--- src/hdl/amps_pkg.sv ---
// Shared codes, sizes and defaults for the adaptive message period scheduler.
// No dependencies.
package amps_pkg;

  localparam int unsigned TableDepth = 16;
  localparam int unsigned TickBits   = 32;

  localparam logic [1:0] OpSend  = 2'd0;
  localparam logic [1:0] OpAck   = 2'd1;
  localparam logic [1:0] OpTick  = 2'd2;
  localparam logic [1:0] OpQuery = 2'd3;

  localparam logic [1:0] StOk      = 2'd0;
  localparam logic [1:0] StDup     = 2'd1;
  localparam logic [1:0] StUnknown = 2'd2;
  localparam logic [1:0] StFull    = 2'd3;

  localparam logic [1:0] PmWait  = 2'd0;
  localparam logic [1:0] PmSend  = 2'd1;
  localparam logic [1:0] PmEnded = 2'd2;

  localparam logic [2:0] RegMaxOut  = 3'd0;
  localparam logic [2:0] RegPhase   = 3'd1;
  localparam logic [2:0] RegInitRtt = 3'd2;
  localparam logic [2:0] RegMargin  = 3'd3;
  localparam logic [2:0] RegRunLen  = 3'd4;

  localparam logic [31:0] InitRttReset = 32'd800;
  localparam logic [15:0] MarginReset  = 16'd10;

endpackage

--- src/hdl/amps_ram.sv ---
// Generic single-port-write, single-read RAM with registered read data.
// No dependencies.
module amps_ram #(
  parameter int unsigned Width = 8,
  parameter int unsigned Depth = 16
) (
  input  logic                     clk_i,
  input  logic                     we_i,
  input  logic [$clog2(Depth)-1:0] waddr_i,
  input  logic [Width-1:0]         wdata_i,
  input  logic [$clog2(Depth)-1:0] raddr_i,
  output logic [Width-1:0]         rdata_o
);
  logic [Width-1:0] mem_q [Depth];

  always_ff @(posedge clk_i) begin
    if (we_i) begin
      mem_q[waddr_i] <= wdata_i;
    end
    rdata_o <= mem_q[raddr_i];
  end
endmodule

--- src/hdl/amps_div.sv ---
// Restoring divider, one quotient bit per cycle.
// Depends on nothing but its parameter.
module amps_div #(
  parameter int unsigned W = 32
) (
  input  logic         clk_i,
  input  logic         rst_ni,
  input  logic         start_i,
  input  logic [W-1:0] num_i,
  input  logic [W-1:0] den_i,
  output logic         busy_o,
  output logic [W-1:0] quo_o
);
  localparam int unsigned CW = $clog2(W + 1);
  logic [W-1:0] quo_q, quo_d, rem_q, rem_d, den_q;
  logic [CW-1:0] cnt_q, cnt_d;
  logic [W:0] trial;

  always_comb begin
    quo_d = quo_q;
    rem_d = rem_q;
    cnt_d = cnt_q;
    trial = {rem_q, quo_q[W-1]};
    if (start_i) begin
      quo_d = num_i;
      rem_d = '0;
      cnt_d = CW'(W);
    end else if (cnt_q != '0) begin
      if (trial >= {1'b0, den_q}) begin
        rem_d = W'(trial - {1'b0, den_q});
        quo_d = {quo_q[W-2:0], 1'b1};
      end else begin
        rem_d = trial[W-1:0];
        quo_d = {quo_q[W-2:0], 1'b0};
      end
      cnt_d = cnt_q - 1'b1;
    end
  end

  always_ff @(posedge clk_i or negedge rst_ni) begin
    if (!rst_ni) begin
      cnt_q <= '0;
    end else begin
      cnt_q <= cnt_d;
    end
  end

  always_ff @(posedge clk_i) begin
    quo_q <= quo_d;
    rem_q <= rem_d;
    if (start_i) begin
      den_q <= den_i;
    end
  end

  assign busy_o = cnt_q != '0;
  assign quo_o  = quo_q;
endmodule

--- src/hdl/adaptive_message_period_scheduler.sv ---
// Adaptive message period scheduler: table of outstanding messages in RAM.
// A send, ack or tick walks the table one entry a cycle; an ack or tick that
// changes the estimate then recomputes the period, by the serial divider while
// fewer than max_out entries are outstanding. A query skips the walk. One item at a time.
// Reset clears valid bits and loads estimates from the register defaults.
// Depends on amps_pkg, amps_ram, amps_div.
module adaptive_message_period_scheduler #(
  parameter int unsigned TABLE_DEPTH = amps_pkg::TableDepth,
  parameter int unsigned TICK_BITS   = amps_pkg::TickBits
) (
  input  logic        clk_i,
  input  logic        rst_ni,
  input  logic        in_valid,
  output logic        in_stall,
  input  logic [1:0]  op_i,
  input  logic [15:0] msg_id_i,
  input  logic [31:0] now_i,
  output logic        out_valid,
  input  logic        out_stall,
  output logic [1:0]  status_o,
  output logic [1:0]  permit_o,
  output logic        deadline_missed_o,
  output logic [31:0] period_o,
  output logic [31:0] rtt_estimate_o,
  output logic [31:0] relative_deadline_o,
  output logic [4:0]  outstanding_o,
  input  logic        cfg_valid,
  output logic        cfg_ready,
  input  logic [2:0]  cfg_index_i,
  input  logic [31:0] cfg_data_i
);
  localparam int unsigned AW = (TABLE_DEPTH > 1) ? $clog2(TABLE_DEPTH) : 1;
  localparam int unsigned CW = $clog2(TABLE_DEPTH + 1);
  localparam int unsigned EW = 16 + 2 * TICK_BITS;
  localparam logic [TICK_BITS-1:0] TickMax = '1;

  typedef enum logic [5:0] {
    S_IDLE  = 6'b000001,
    S_SCAN  = 6'b000010,
    S_ACT   = 6'b000100,
    S_DIVGO = 6'b001000,
    S_DIV   = 6'b010000,
    S_OUT   = 6'b100000
  } state_e;

  state_e state_q, state_d;

  logic [7:0]            max_out_q;
  logic [31:0]           phase_q;
  logic [15:0]           margin_q;
  logic [7:0]            run_len_q;
  logic [TICK_BITS-1:0]  rtt_q, rtt_d, rel_q, rel_d, per_q, per_d, last_q, last_d;
  logic [TICK_BITS-1:0]  avg_q, avg_d;
  logic [7:0]            better_q, better_d;
  logic                  firstq_q, firstq_d;
  logic [TABLE_DEPTH-1:0] valid_q, valid_d;
  logic [CW-1:0]         count_q, count_d;

  logic [1:0]            op_q;
  logic [15:0]           id_q;
  logic [TICK_BITS-1:0]  now_q;
  logic [CW:0]           idx_q, idx_d;
  logic                  hit_q, hit_d, free_q, free_d, miss_q, miss_d;
  logic [AW-1:0]         hslot_q, hslot_d, fslot_q, fslot_d;
  logic [TICK_BITS-1:0]  hsent_q, hsent_d, habs_q, habs_d;

  logic [1:0]  status_q, status_d, permit_q, permit_d;
  logic        missed_out_q, missed_out_d;
  logic        ovalid_q, ovalid_d;

  // result register, held while the result side stalls
  logic                 out_load;
  logic [1:0]           res_status_q, res_permit_q;
  logic                 res_missed_q;
  logic [TICK_BITS-1:0] res_per_q, res_rtt_q, res_rel_q;
  logic [CW-1:0]        res_count_q;

  // RAM
  logic          we;
  logic [AW-1:0] waddr, raddr;
  logic [EW-1:0] wdata, rdata;

  amps_ram #(.Width(EW), .Depth(TABLE_DEPTH)) u_tab (
    .clk_i, .we_i(we), .waddr_i(waddr), .wdata_i(wdata),
    .raddr_i(raddr), .rdata_o(rdata)
  );

  logic [15:0]          r_id;
  logic [TICK_BITS-1:0] r_sent, r_abs;
  assign {r_id, r_sent, r_abs} = rdata;

  // divider
  logic                 div_start, div_busy;
  logic [TICK_BITS-1:0] div_den, div_quo;
  amps_div #(.W(TICK_BITS)) u_div (
    .clk_i, .rst_ni, .start_i(div_start), .num_i(rel_q), .den_i(div_den),
    .busy_o(div_busy), .quo_o(div_quo)
  );

  function automatic logic [TICK_BITS-1:0] sat_add(input logic [TICK_BITS-1:0] a,
                                                    input logic [TICK_BITS-1:0] b);
    logic [TICK_BITS:0] s;
    s = {1'b0, a} + {1'b0, b};
    return s[TICK_BITS] ? TickMax : s[TICK_BITS-1:0];
  endfunction

  logic [TICK_BITS-1:0] margin_w, cfg_rtt_w, meas, avg_tmp, avg_new;
  logic [TICK_BITS:0]   qsum;
  logic                 need_div, k_full, scan_cmp, room;
  logic [7:0]           bc_inc;
  logic [AW-1:0]        scan_slot;

  assign margin_w  = TICK_BITS'(margin_q);
  assign cfg_rtt_w = TICK_BITS'(cfg_data_i);
  assign k_full    = 9'(count_q) >= 9'(max_out_q);
  assign div_den   = TICK_BITS'(9'(max_out_q) - 9'(count_q));
  assign scan_slot = idx_q[AW-1:0] - AW'(1);
  assign raddr     = idx_q[AW-1:0];
  assign out_load  = (state_q == S_OUT) && (!ovalid_q || !out_stall);

  always_comb begin
    state_d = state_q;
    rtt_d = rtt_q; rel_d = rel_q; per_d = per_q; last_d = last_q;
    avg_d = avg_q; better_d = better_q; firstq_d = firstq_q;
    valid_d = valid_q; count_d = count_q;
    idx_d = idx_q; hit_d = hit_q; free_d = free_q; miss_d = miss_q;
    hslot_d = hslot_q; fslot_d = fslot_q; hsent_d = hsent_q; habs_d = habs_q;
    status_d = status_q; permit_d = permit_q; missed_out_d = missed_out_q;
    ovalid_d = ovalid_q;
    we = 1'b0; waddr = fslot_q;
    wdata = {id_q, now_q, TICK_BITS'(now_q + rel_q)};
    div_start = 1'b0; need_div = 1'b0;
    meas = TICK_BITS'(now_q - hsent_q);
    avg_tmp = '0; avg_new = '0; bc_inc = better_q + 8'd1;
    qsum = {1'b0, now_q} + {1'b0, rel_q};
    room = (9'(count_q) + 9'd1) < 9'(max_out_q);
    scan_cmp = 1'b0;
    if (ovalid_q && !out_stall) ovalid_d = 1'b0;

    unique case (state_q)
      S_IDLE: begin
        idx_d = '0; hit_d = 1'b0; free_d = 1'b0; miss_d = 1'b0;
        if (in_valid && !in_stall) begin
          state_d = (op_i == amps_pkg::OpQuery) ? S_ACT : S_SCAN;
        end
      end
      S_SCAN: begin
        // rdata holds entry idx_q-1
        if (idx_q != '0) begin
          scan_cmp = valid_q[scan_slot];
          if (scan_cmp && r_id == id_q && !hit_d) begin
            hit_d = 1'b1; hslot_d = scan_slot; hsent_d = r_sent; habs_d = r_abs;
          end
          if (!scan_cmp && !free_d) begin
            free_d = 1'b1; fslot_d = scan_slot;
          end
          if (scan_cmp && r_abs == now_q) miss_d = 1'b1;
        end
        idx_d = idx_q + 1'b1;
        if (idx_q == (CW+1)'(TABLE_DEPTH)) state_d = S_ACT;
      end
      S_ACT: begin
        status_d = amps_pkg::StOk; permit_d = amps_pkg::PmWait; missed_out_d = 1'b0;
        state_d = S_OUT;
        unique case (op_q)
          amps_pkg::OpSend: begin
            if (hit_q) status_d = amps_pkg::StDup;
            else if (!free_q) status_d = amps_pkg::StFull;
            else begin
              we = 1'b1;
              valid_d[fslot_q] = 1'b1;
              count_d = count_q + 1'b1;
              last_d = now_q;
            end
          end
          amps_pkg::OpAck: begin
            if (!hit_q || habs_q == hsent_q) status_d = amps_pkg::StUnknown;
            else begin
              valid_d[hslot_q] = 1'b0;
              count_d = count_q - 1'b1;
              if (habs_q > now_q) begin
                if (meas < rtt_q) begin
                  if (TICK_BITS'(rtt_q - meas) > margin_w) begin
                    better_d = bc_inc;
                    avg_tmp = (avg_q <= TICK_BITS'(1)) ? meas : avg_q;
                    avg_new = (meas >> 1) + (avg_tmp >> 1) +
                              TICK_BITS'(meas[0] & avg_tmp[0]);
                    avg_d = avg_new;
                    if (bc_inc == run_len_q) begin
                      rtt_d = sat_add(avg_new, margin_w);
                      rel_d = sat_add(avg_new, margin_w);
                      avg_d = '0; better_d = '0; need_div = 1'b1;
                    end
                  end else begin
                    better_d = '0; avg_d = '0;
                  end
                end
              end else if (meas > rel_q) begin
                rtt_d = meas; rel_d = sat_add(meas, margin_w); need_div = 1'b1;
              end
            end
          end
          amps_pkg::OpTick: begin
            missed_out_d = miss_q;
            if (miss_q) begin
              rtt_d = sat_add(rtt_q, margin_w);
              rel_d = sat_add(sat_add(rtt_q, margin_w), margin_w);
              need_div = 1'b1;
            end
          end
          default: begin
            if (firstq_q) begin
              firstq_d = 1'b0; permit_d = amps_pkg::PmSend;
            end else if (qsum[TICK_BITS] || qsum[TICK_BITS-1:0] >= TICK_BITS'(phase_q)) begin
              permit_d = amps_pkg::PmEnded;
            end else if (room && TICK_BITS'(now_q - last_q) >= per_q) begin
              permit_d = amps_pkg::PmSend;
            end
          end
        endcase
        if (need_div) state_d = S_DIVGO;
      end
      S_DIVGO: begin
        // count and rel are settled now
        if (k_full) begin
          per_d = rtt_q; state_d = S_OUT;
        end else begin
          div_start = 1'b1; state_d = S_DIV;
        end
      end
      S_DIV: begin
        if (!div_busy) begin
          per_d = div_quo; state_d = S_OUT;
        end
      end
      S_OUT: begin
        if (out_load) begin
          ovalid_d = 1'b1; state_d = S_IDLE;
        end
      end
      default: state_d = S_IDLE;
    endcase

    if (cfg_valid && cfg_ready && cfg_index_i == amps_pkg::RegInitRtt) begin
      rtt_d = cfg_rtt_w; avg_d = cfg_rtt_w; rel_d = sat_add(cfg_rtt_w, margin_w);
    end
  end

  assign in_stall  = state_q != S_IDLE;
  assign cfg_ready = state_q == S_IDLE;

  always_ff @(posedge clk_i or negedge rst_ni) begin
    if (!rst_ni) begin
      state_q   <= S_IDLE;
      max_out_q <= '0;
      phase_q   <= '1;
      margin_q  <= amps_pkg::MarginReset;
      run_len_q <= 8'd5;
      rtt_q     <= TICK_BITS'(amps_pkg::InitRttReset);
      avg_q     <= TICK_BITS'(amps_pkg::InitRttReset);
      rel_q     <= TICK_BITS'(amps_pkg::InitRttReset) + TICK_BITS'(amps_pkg::MarginReset);
      per_q     <= '0;
      last_q    <= '0;
      better_q  <= '0;
      firstq_q  <= 1'b1;
      valid_q   <= '0;
      count_q   <= '0;
      ovalid_q  <= 1'b0;
    end else begin
      state_q  <= state_d;
      rtt_q    <= rtt_d;
      avg_q    <= avg_d;
      rel_q    <= rel_d;
      per_q    <= per_d;
      last_q   <= last_d;
      better_q <= better_d;
      firstq_q <= firstq_d;
      valid_q  <= valid_d;
      count_q  <= count_d;
      ovalid_q <= ovalid_d;
      if (cfg_valid && cfg_ready) begin
        unique case (cfg_index_i)
          amps_pkg::RegMaxOut: max_out_q <= cfg_data_i[7:0];
          amps_pkg::RegPhase:  phase_q   <= cfg_data_i;
          amps_pkg::RegMargin: margin_q  <= cfg_data_i[15:0];
          amps_pkg::RegRunLen: run_len_q <= cfg_data_i[7:0];
          default: ;
        endcase
      end
    end
  end

  always_ff @(posedge clk_i) begin
    if (in_valid && !in_stall) begin
      op_q  <= op_i;
      id_q  <= msg_id_i;
      now_q <= TICK_BITS'(now_i);
    end
    idx_q <= idx_d; hit_q <= hit_d; free_q <= free_d; miss_q <= miss_d;
    hslot_q <= hslot_d; fslot_q <= fslot_d; hsent_q <= hsent_d; habs_q <= habs_d;
    status_q <= status_d; permit_q <= permit_d; missed_out_q <= missed_out_d;
    if (out_load) begin
      res_status_q <= status_q;
      res_permit_q <= permit_q;
      res_missed_q <= missed_out_q;
      res_per_q    <= per_q;
      res_rtt_q    <= rtt_q;
      res_rel_q    <= rel_q;
      res_count_q  <= count_q;
    end
  end

  assign out_valid           = ovalid_q;
  assign status_o            = res_status_q;
  assign permit_o            = res_permit_q;
  assign deadline_missed_o   = res_missed_q;
  assign period_o            = 32'(res_per_q);
  assign rtt_estimate_o      = 32'(res_rtt_q);
  assign relative_deadline_o = 32'(res_rel_q);
  assign outstanding_o       = 5'(res_count_q);
endmodule

--- config.mk ---
export PLATFORM = sky130hd
export DESIGN_NAME = adaptive_message_period_scheduler
export DESIGN_NICKNAME = d
export VERILOG_FILES = /design/src/hdl/amps_pkg.sv /design/src/hdl/amps_ram.sv /design/src/hdl/amps_div.sv /design/src/hdl/adaptive_message_period_scheduler.sv
export SDC_FILE = /design/constraint.sdc
export NUM_CORES = 2
export LEC_CHECK = 0
export BUFFER_PORTS_ARGS = -buffer_cell sky130_fd_sc_hd__buf_2
export CAP_MARGIN = 20
export CORE_UTILIZATION = 50
export CTS_CLUSTER_SIZE = 10
export DETAILED_ROUTE_END_ITERATION = 16
export PLACE_DENSITY_LB_ADDON = 0.12
export SYNTH_ARGS = -nofsm -noshare
export SYNTH_HDL_FRONTEND = slang
export SYNTH_SLANG_ARGS = --single-unit
--- constraint.sdc ---
create_clock -name clk_i -period 10.7 [get_ports clk_i]
set_input_delay 1.605 -clock clk_i [delete_from_list [all_inputs] [get_ports clk_i]]
set_output_delay 1.605 -clock clk_i [all_outputs]
set_load 0.02 [all_outputs]
==> impl_results.md <==
- Status: finished, final reports clean
- Full die area: 0.188 sq mm
- Hold Slack: 403 ps
- Avg Cell Area, Syn: ~14 sq um
- Synth Area in Compound Gates: under 10%
- Largest register FFs: between 1000 and 1500
- Clk pwr share: a little over a fifth
- Post-layout min period: slightly below 9000 ps
- Vias in the first global route: roughly 58000
- Slew headroom: a little under a quarter
- FP Rows: about 160
- Ys Warns: 0
- Power Dens Cells: around 320 mW/mm^2
- Core Region: about 0.18 sq mm
- Setup crit end kind: register
- Hold Fails Final Rpt: 0
- Final Routed Wirelength: ~270000 microns
- P_sw: approximately 13 mW
- Leading area contributor after synthesis: edfxtp_1
- Port buffer count: around 200
- Reg power frac: between 30% and 40%
- Num CTS Buffers: 220
- Setup Buffers After CTS: 0
- Post-Synth XOR/XNOR Area: about 3.6%
- HP Class: register to register
- Power, Total: 33.6 mW
- CP delay by family, top: simple AND/OR/NAND/NOR gates
- Vias per cell: roughly 6.1
- Layout cells sized above 1: roughly 18%
- CTS tree: built
- First-pass GRT wire length: between 300000 and 400000 microns
- Max Fclk: roughly 110 MHz
- WS Path Type: register to register
- Post-DRT Antenna Nets: 0
- Vias: between 50000 and 60000
- Synthesized netlist cell count: ~6600
- Deepest clock path buffer count: 3
- Grt ovf: 0
- Unrepaired setup endpoints after global routing: false
- Async S/R FF share, synth: 13.7%
- Top-level I/O count: 199
- Largest cells by area after synthesis: edfxtp_1 50%, mux4_2 9.8%, dfrtp_1 5.9%, ha_1 5.5%, dfxtp_1 2.4%
- Clk_skew: approximately 65 ps
- Adder-cell share of the synthesized area: 5.88%
- Die height: roughly 430 microns
- Routability congestion estimate: just over 0.9
- CTS root buffer: clkbuf_16
- Internal power: 20.4 mW
- Area Overhead vs Synth: 12.1%
- H-tree depth: 4
- Crit path buffers/inverters: 2
- Maximum vdd ir drop: 0.217 mV
- Gate power share: between 40% and 50%
- Area share of the largest cell type after synthesis: 50.5%
- 1st-iter DRT viols: 5428
- CP required: 11450 ps
- Seq cells post-synth: ~1900
- First-pass DRT Iterations: 8
- Post-Synth Simple-Gate Area: around 7.2%
- CP max stage delay: slightly below 900 ps
- Commonest register cell after synthesis: edfxtp_1
- Finished Layout Cells: 9567
- Crit path top cell by count: nor2_1
- Total Nets Final: roughly 7400
- Initial Util: between 50% and 60%
- CTS Hold Bufs: 0
- Cell count after placement: ~9200
- # DRC: 0
- Post-synth EDFFs: 1563
- Max-slew violations: 0
- CP max FO: 34
- Leak Pwr: between 30 and 40 nW
- Clock transition at the registers of the reported paths: roughly 60 ps
- Clk sink count: about 2000
- Register area share after synthesis: around three fifths
- Post-Syn Area: between 0.09 and 0.1 sq mm
- CP max-delay cell: edfxtp_1
- Sw Share: 39.2%
- Die width: 433 microns
- Period utilization: 83.3%
- Yosys cell types: roughly 110
- Crit start category: register
- Largest regs: u_tab.mem_q (1280), u_tab.rdata_o (80)
- Largest family of logic cells by synthesized area: multiplexers
- Worst-skew pair later-pin latency: about 860 ps
- Arrival time at the worst endpoint: approximately 9700 ps
- Synthesized Nets: between 7000 and 8000
- Total global-route track usage: between 20% and 30%
- Post_cts resized: 0
- Worst-Margin Slew: 1160 ps
- Antenna violations before repair: 6
- Largest net degree at the start of global routing: 149
- Detailed placement HPWL: between 150000 and 200000 microns
- Max-cap violations: 0
- Mux contribution to synthesized area: between 10% and 20%
- Final setup fails: 0
- DR WL/cell: 27.8 microns
- Total negative slack: 0 ps
- Most flops, register: u_tab.mem_q
==> per-layer routing <==
metal / wire length, microns / up-vias / global-route usage (%) / part of all wire, %
met3: 15300 / 393 / 3.30 / 5.8
met5: 0 / - / 0 / 0
met4: 11800 / 0 / 11.9 / 4.4
met2: 127000 / 2032 / 46.0 / 48
li1: - / 26103 / - / -
met1: 112000 / 29981 / 39.0 / 42
==> cells by family after synthesis <==
logic type	count (synthesis)
compound gates	1324
xor+xnor	380
fa+ha+maj	430
buf+inv	610
flops	1942
mux	535
simple gates	1377
==> synthesized netlist by cell type, types with 43 or more instances <==
cell type,number
clkbuf_1,181
nand4_1,65
nand2b_1,72
mux4_2,405
nand2_1,404
nor3_1,143
dfxtp_1,112
o21ai_0,352
edfxtp_1,1563
a21o_1,116
a211oi_1,47
a21oi_1,296
dfrtp_1,218
nor2_1,301
nand3_1,108
ha_1,409
nor4_1,43
mux2i_1,61
xnor2_1,233
mux2_2,68
dfstp_2,49
nor2b_1,54
xor2_1,144
inv_1,364
==> power by group through the flow <==
stage | Combinational (mW) | Clock [mW] | Sequential [mW]
after CTS | 15.0 | 7.09 | 11.5
after global routing | 16.6 | 7.37 | 11.6
after global placement | 14.7 | 0 | 11.6
after detailed placement | 15.0 | 0 | 11.6
final | 15.1 | 6.97 | 11.5
after floorplan | 10.8 | 0 | 10.9
==> cell usage in the layout, fill, tap and decap left out, types with 54 or more instances in the layout <==
cell / instances
inv_1: 364
mux2i_1: 61
dfxtp_1: 112
nor2b_1: 54
nor3_1: 139
a21o_1: 116
clkbuf_1: 149
a21oi_1: 295
mux2_2: 68
dfrtp_1: 218
nand4_1: 65
nand2_1: 404
clkbuf_16: 220
ha_1: 408
buf_2: 197
nand2b_1: 72
xnor2_1: 222
xor2_1: 139
nor2_1: 286
edfxtp_1: 1563
nand3_1: 107
buf_4: 130
mux4_2: 405
o21ai_0: 351
==> layout make-up <==
cell class                 instances  area, sq um
antenna                            5         12.5
fill                           14794        79700
clock buffer                     371         6090
sequential                      1942        55900
multi-input combinational       4046        35000
tap                             2464         3080
inverter                         369         1390
timing repair buffer             337         2150
clock inverter                    33          510
==> worst paths after layout <==
check                                       start  slack, ps           to  cells after the start
worst min register to register  u_tab.rdata_o[46]        400  hsent_q[14]                      0
worst max register to register           now_q[4]       1780     rtt_q[3]                     33
worst min-delay path            u_tab.rdata_o[46]        400  hsent_q[14]                      0
min in group asynchronous                  rst_ni        810  margin_q[8]                      1
max in group asynchronous                  rst_ni       7630   valid_q[2]                      3
worst max-delay path                     now_q[4]       1780     rtt_q[3]                     33
==> metrics by stage <==
step / worst slack [ps] / instance area (sq um) / util (%)
finish: 1780 / 104000 / 56.7
global route: 1030 / 104000 / 56.7
CTS: 1860 / 104000 / 56.6
detailed placement: 1950 / 97500 / 53.0
global placement: 1950 / 97500 / 53.0
floorplan: 270 / 93000 / -
No activity file was read; power rests on OpenSTA's default activity.
